**config.mk**
```make
export PLATFORM = sky130hd
export DESIGN_NAME = rtnh_div
export DESIGN_NICKNAME = d
export VERILOG_FILES = /design/src/hw/rtl/rtnh_pkg.sv /design/src/hw/rtl/rtnh_div.sv
export SDC_FILE = /design/constraint.sdc
export NUM_CORES = 1
export LEC_CHECK = 0
export BUFFER_PORTS_ARGS = -buffer_cell sky130_fd_sc_hd__buf_4
export CAP_MARGIN = 20
export CORE_UTILIZATION = 31
export DETAILED_ROUTE_END_ITERATION = 7
export GPL_ROUTABILITY_DRIVEN = 0
export PLACE_DENSITY = 0.5
export SYNTH_ARGS = -nofsm -noshare
export SYNTH_HDL_FRONTEND = slang
export SYNTH_SLANG_ARGS = --single-unit
```
**constraint.sdc**
```tcl
create_clock -name i_clk -period 30 [get_ports i_clk]
set_input_delay 7.5 -clock i_clk [delete_from_list [all_inputs] [get_ports i_clk]]
set_output_delay 7.5 -clock i_clk [all_outputs]
set_load 0.02 [all_outputs]
```
**src/hw/rtl/rtnh_pkg.sv**
```systemverilog
`default_nettype none
// ----------------------------------------------------------------------------
// rtnh_pkg
// Shared types, constants and saturation helpers for the ray/triangle
// nearest-hit block.
// ----------------------------------------------------------------------------
package rtnh_pkg;

    localparam int FACE_BITS_DEF = 20;
    localparam int COORD_W       = 32;
    localparam int DOT_W         = 64;
    localparam int DIST_W        = 31;
    localparam int CFG_IDX_W     = 3;
    localparam int STEP_W        = 5;
    localparam logic [STEP_W-1:0] STEP_LAST = STEP_W'(24);
    localparam logic signed [DOT_W-1:0] DET_EPS = DOT_W'(11);

    typedef enum logic [CFG_IDX_W-1:0] {
        REG_ORIGIN_X = 3'd0,
        REG_ORIGIN_Y = 3'd1,
        REG_ORIGIN_Z = 3'd2,
        REG_DIR_X    = 3'd3,
        REG_DIR_Y    = 3'd4,
        REG_DIR_Z    = 3'd5
    } t_reg_idx;

    typedef enum logic [2:0] {
        S_IDLE,
        S_EDGE,
        S_MUL,
        S_NORM,
        S_CHECK,
        S_DIV,
        S_DONE
    } t_state;

    typedef struct packed {
        logic              done;
        logic [DIST_W-1:0] quot;
    } t_div_res;

    function automatic logic signed [COORD_W-1:0] f_sat33(input logic signed [COORD_W:0] x);
        logic signed [COORD_W-1:0] r;
        if (x[COORD_W] != x[COORD_W-1]) begin
            r = x[COORD_W] ? {1'b1, {(COORD_W-1){1'b0}}} : {1'b0, {(COORD_W-1){1'b1}}};
        end else begin
            r = x[COORD_W-1:0];
        end
        return r;
    endfunction

    function automatic logic signed [COORD_W-1:0] f_sat49(input logic signed [48:0] x);
        logic signed [COORD_W-1:0] r;
        if (x > 49'sh0_7FFF_FFFF) begin
            r = {1'b0, {(COORD_W-1){1'b1}}};
        end else if (x < -49'sh0_8000_0000) begin
            r = {1'b1, {(COORD_W-1){1'b0}}};
        end else begin
            r = x[COORD_W-1:0];
        end
        return r;
    endfunction

endpackage
`default_nettype wire

```
**src/hw/rtl/rtnh_div.sv**
```systemverilog
`default_nettype none
// ----------------------------------------------------------------------------
// rtnh_div
// Bit-serial restoring divider: floor(tn * 2^16 / det), saturated to 31 bits.
// ----------------------------------------------------------------------------
module rtnh_div (
    input  wire logic                              i_clk,
    input  wire logic                              i_rst_n,
    input  wire logic                              i_start,
    input  wire logic [rtnh_pkg::DOT_W-1:0]        i_num,
    input  wire logic [rtnh_pkg::DOT_W-1:0]        i_den,
    output rtnh_pkg::t_div_res                     o_res
);
    import rtnh_pkg::*;

    logic [DOT_W-1:0]  r_rem;
    logic [DOT_W-1:0]  r_den;
    logic [DIST_W-1:0] r_sh;
    logic [DIST_W-1:0] r_quot;
    logic [4:0]        r_cnt;
    logic              r_busy;
    logic              r_done;

    logic [DOT_W:0]    trial;
    logic              ge;
    logic              sat;

    assign trial = {r_rem, r_sh[DIST_W-1]};
    assign ge    = trial >= {1'b0, r_den};
    assign sat   = {16'b0, i_num} >= {1'b0, i_den, 15'b0};

    always_ff @(posedge i_clk) begin
        if (!i_rst_n) begin
            r_busy <= 1'b0;
            r_done <= 1'b0;
            r_cnt  <= '0;
        end else begin
            r_done <= 1'b0;
            if (i_start) begin
                r_den <= i_den;
                if (sat) begin
                    r_quot <= '1;
                    r_done <= 1'b1;
                end else begin
                    r_rem  <= {15'b0, i_num[DOT_W-1:15]};
                    r_sh   <= {i_num[14:0], 16'b0};
                    r_cnt  <= 5'd31;
                    r_busy <= 1'b1;
                end
            end else if (r_busy) begin
                r_rem  <= ge ? DOT_W'(trial - {1'b0, r_den}) : trial[DOT_W-1:0];
                r_sh   <= {r_sh[DIST_W-2:0], 1'b0};
                r_quot <= {r_quot[DIST_W-2:0], ge};
                r_cnt  <= r_cnt - 5'd1;
                if (r_cnt == 5'd1) begin
                    r_busy <= 1'b0;
                    r_done <= 1'b1;
                end
            end
        end
    end

    assign o_res.done = r_done;
    assign o_res.quot = r_quot;

endmodule
`default_nettype wire

```
==> impl_metrics.yaml <==
grt:
  antenna_found_initial: 0
  grt_pass1_wl_um: 56000
  grt_pass1_vias: 10000
  grt_remaining_overflow: 0
  grt_max_degree: 81
  grt_usage: 0.175
timing:
  grt_setup_unrepaired: "false"
  tightest_slew_ns: 0.941
  finalMaxSlewViolations: 0
  timing.final.crit_share: 0.356
  finalCriticalPeriod_ns: 10.68
  slew_headroom: 0.373
  tns_ns: 0
  final-setup-viol-count: 0
  clock.fmax_mhz: 93.7
  fin_skew_ns: 0.0170
  timing.final.hold_violations: 0
clock_network:
  cts_buffer_depth: 2
  clock_sinks: 181
  cts_resized: 0
  cts_root_buf: "clkbuf_16"
  cts_setup_buffers: 0
  cts.clk_slew.worst_paths_ns: 0.08
  ctsHtreeMaxLevel: 4
  cts_buffers: 17
  tritoncts: "done"
  insertion_delay_ns: 0.47
  postCtsHoldBufs: 0
synthesis:
  synth-edff-count: 174
  synth_nets: 1568
  syn_avg_cell_area_um2: 9.63
  yosysWarnings: 0
  syn-cell-area_um2: 12700
  synth_seq_cells: 181
  synth.distinct_cells: 70
  ys.flop_type: "edfxtp_1"
  yosysSeqAreaShare: 0.422
  synth-async-reset-ratio: 0
  synthCells: 1321
die:
  die_w_um: 205
  ios: 163
  dieHeight_um: 205
  fp.coreArea_um2: 40100
  dieArea_um2: 41800
  num_rows: 73
  initial_core_util: 0.317
min_path:
  hold_start: "r_cnt[3]"
  whs_path_depth: 2
  hold_path_end: "r_cnt[3]"
  hp-class: "reg -> reg"
route:
  post_drt_wl_per_cell_um: 17.7
  vias: 9989
  drc: 0
  antenna_left: 0
  finalWirelength_um: 35300
  dr.pass1.iters: 4
  drt_iter0_markers: 542
  viasPerCell: 5.01
cells_and_area:
  fin_cells: 1993
  final_layout_size_suffix_gt1_frac: 0.212
  num_antenna_cells: 0
  num-fill-cells: 4020
  finish.net_count: 1702
  area_growth_syn_to_layout_pct: 18.2
outcome:
  outcome: "finished clean"
worst_setup_path:
  cp_max_fo: 31
  critPathArrivalTime_ns: 10.80
  startpoint_type: "primary input"
  cp.required_ns: 30.12
  critPathKind: "in -> reg"
  crit_path_end_kind: "register"
  reg2reg_slack_ns: 25.08
  r2r_cells: 12
  rr_endpoint: "r_rem[9]"
  reg2reg_from: "r_rem[1]"
pwr:
  power.leakage_uw: 0.00633
  power_density_nw_per_um2: 54.8
  vdd_ir_drop_max_mv: 0.0357
place:
  hpwlAfterDp_um: 26900
  placed_cells: 1961
  io_buffer_count: 162
run:
  drv_cap: 0
-- cell usage after synthesis, types with 13 or more instances --
library cell | count | area share
edfxtp_1 | 174 | 0.41
a21oi_1 | 144 | 0.057
inv_1 | 139 | 0.041
ha_1 | 115 | 0.11
nand2_1 | 97 | 0.029
nor2_1 | 87 | 0.026
o21ai_0 | 57 | 0.022
mux2_2 | 48 | 0.043
a21o_1 | 46 | 0.027
clkbuf_1 | 37 | 0.011
xnor2_1 | 37 | 0.025
nand4_1 | 32 | 0.016
or2_2 | 30 | 0.015
nand3_1 | 20 | 0.0079
nor2_2 | 20 | 0.0098
xor2_1 | 19 | 0.013
o21bai_1 | 18 | 0.011
nor4_1 | 15 | 0.0074
a31oi_1 | 13 | 0.0064
-- routing by layer --
metal / part of all wire / GRT usage / wire length, µm / up-vias
met5: 0 / 0 / 0 / -
li1: - / - / - / 5053
met4: 0.021 / 0.0592 / 746 / 0
met3: 0.045 / 0.0404 / 1590 / 41
met1: 0.48 / 0.237 / 17000 / 4698
met2: 0.45 / 0.271 / 15900 / 197
-- logic make-up (layout without fill, tap and decap cells) --
| logic type | Yosys count | count (layout) | synth area share |
|---|---|---|---|
| and+or+nand+nor | 364 | 364 | 0.142 |
| AOI/OAI and AO/OA | 358 | 358 | 0.176 |
| buffers and inverters | 194 | 341 | 0.0610 |
| DFF | 181 | 181 | 0.422 |
| adders and majority gates | 116 | 116 | 0.115 |
| xor gates and xnor gates | 56 | 56 | 0.0386 |
| muxes | 52 | 52 | 0.0457 |
-- worst max-delay path: stages --
cell and delay [ns]:
buf_4 0.11, ha_1 0.29, nand4_1 0.14, nor2_1 0.24, nand3_1 0.10, nor4_1 0.46, a2111oi_0 0.15, a21o_1 0.23
a21oi_1 0.22, o21ai_0 0.17, o21bai_1 0.55, nor2_1 0.13, nor2_2 0.12, buf_4 0.37
-- how the worst max path moves through the flow --
stage               startpoint          to  slack, ns  cells past startpoint
global route         i_den[13]  r_quot[12]      18.88                     15
global placement     i_num[30]   r_quot[8]      18.80                     14
detailed placement   i_num[28]   r_quot[7]      18.72                     14
CTS                  i_num[28]   r_quot[7]      19.24                     14
floorplan            i_den[33]    r_rem[0]      14.34                     12
finish               i_num[28]   r_quot[7]      19.32                     14
-- power breakdown --
group | switching [µW] | internal, µW
combinational | 162 | 114
sequential | 10.6 | 306
clock | 118 | 113
-- per-stage QoR --
| stage | util | hold WS, ns | worst slack, ns | total power [µW] | cell area [µm²] |
|---|---|---|---|---|---|
| floorplan | - | 0.448 | 14.34 | 525 | 12700 |
| global placement | 0.360 | 0.467 | 18.80 | 596 | 14400 |
| detailed placement | 0.360 | 0.474 | 18.72 | 598 | 14400 |
| CTS | 0.375 | 0.486 | 19.24 | 834 | 15000 |
| global route | 0.375 | 0.523 | 18.88 | 877 | 15000 |
| finish | 0.375 | 0.487 | 19.32 | 824 | 15000 |
-- cells in the final DEF (no fill, tap or decap), types with 5 or more instances in the layout --
cell and instances:
edfxtp_1 174, buf_4 169, a21oi_1 144, inv_1 138, ha_1 115, nand2_1 97
nor2_1 85, o21ai_0 57, mux2_2 48, a21o_1 46, xnor2_1 37, nand4_1 32
or2_2 30, nor2_2 21, nand3_1 20, xor2_1 19, o21bai_1 18, clkbuf_16 17
nor4_1 15, a31oi_1 13, o211ai_1 12, nor3_1 11, nor2b_1 10, and3_1 10
o21a_1 9, nand2b_1 8, a211oi_1 8, dfxtp_1 7, o31ai_1 6, clkinv_8 6
o22ai_1 5
-- flip-flops by register name (all words and copies together) (netlist names) --
register,count
r_busy,1
r_cnt,5
r_den,64
r_done,1
r_quot,31
r_rem,64
r_sh,15
-- layout make-up --
| class | instances | area, µm² | area share |
|---|---|---|---|
| tap | 525 | 657 | 0.0437 |
| timing repair buffer | 169 | 1270 | 0.0844 |
| inverter | 140 | 526 | 0.0350 |
| multi-input combinational | 946 | 6600 | 0.439 |
| sequential | 181 | 5370 | 0.357 |
| clock buffer | 17 | 425 | 0.0283 |
| clock inverter | 15 | 185 | 0.0123 |
(Power assumes the default switching activity.)
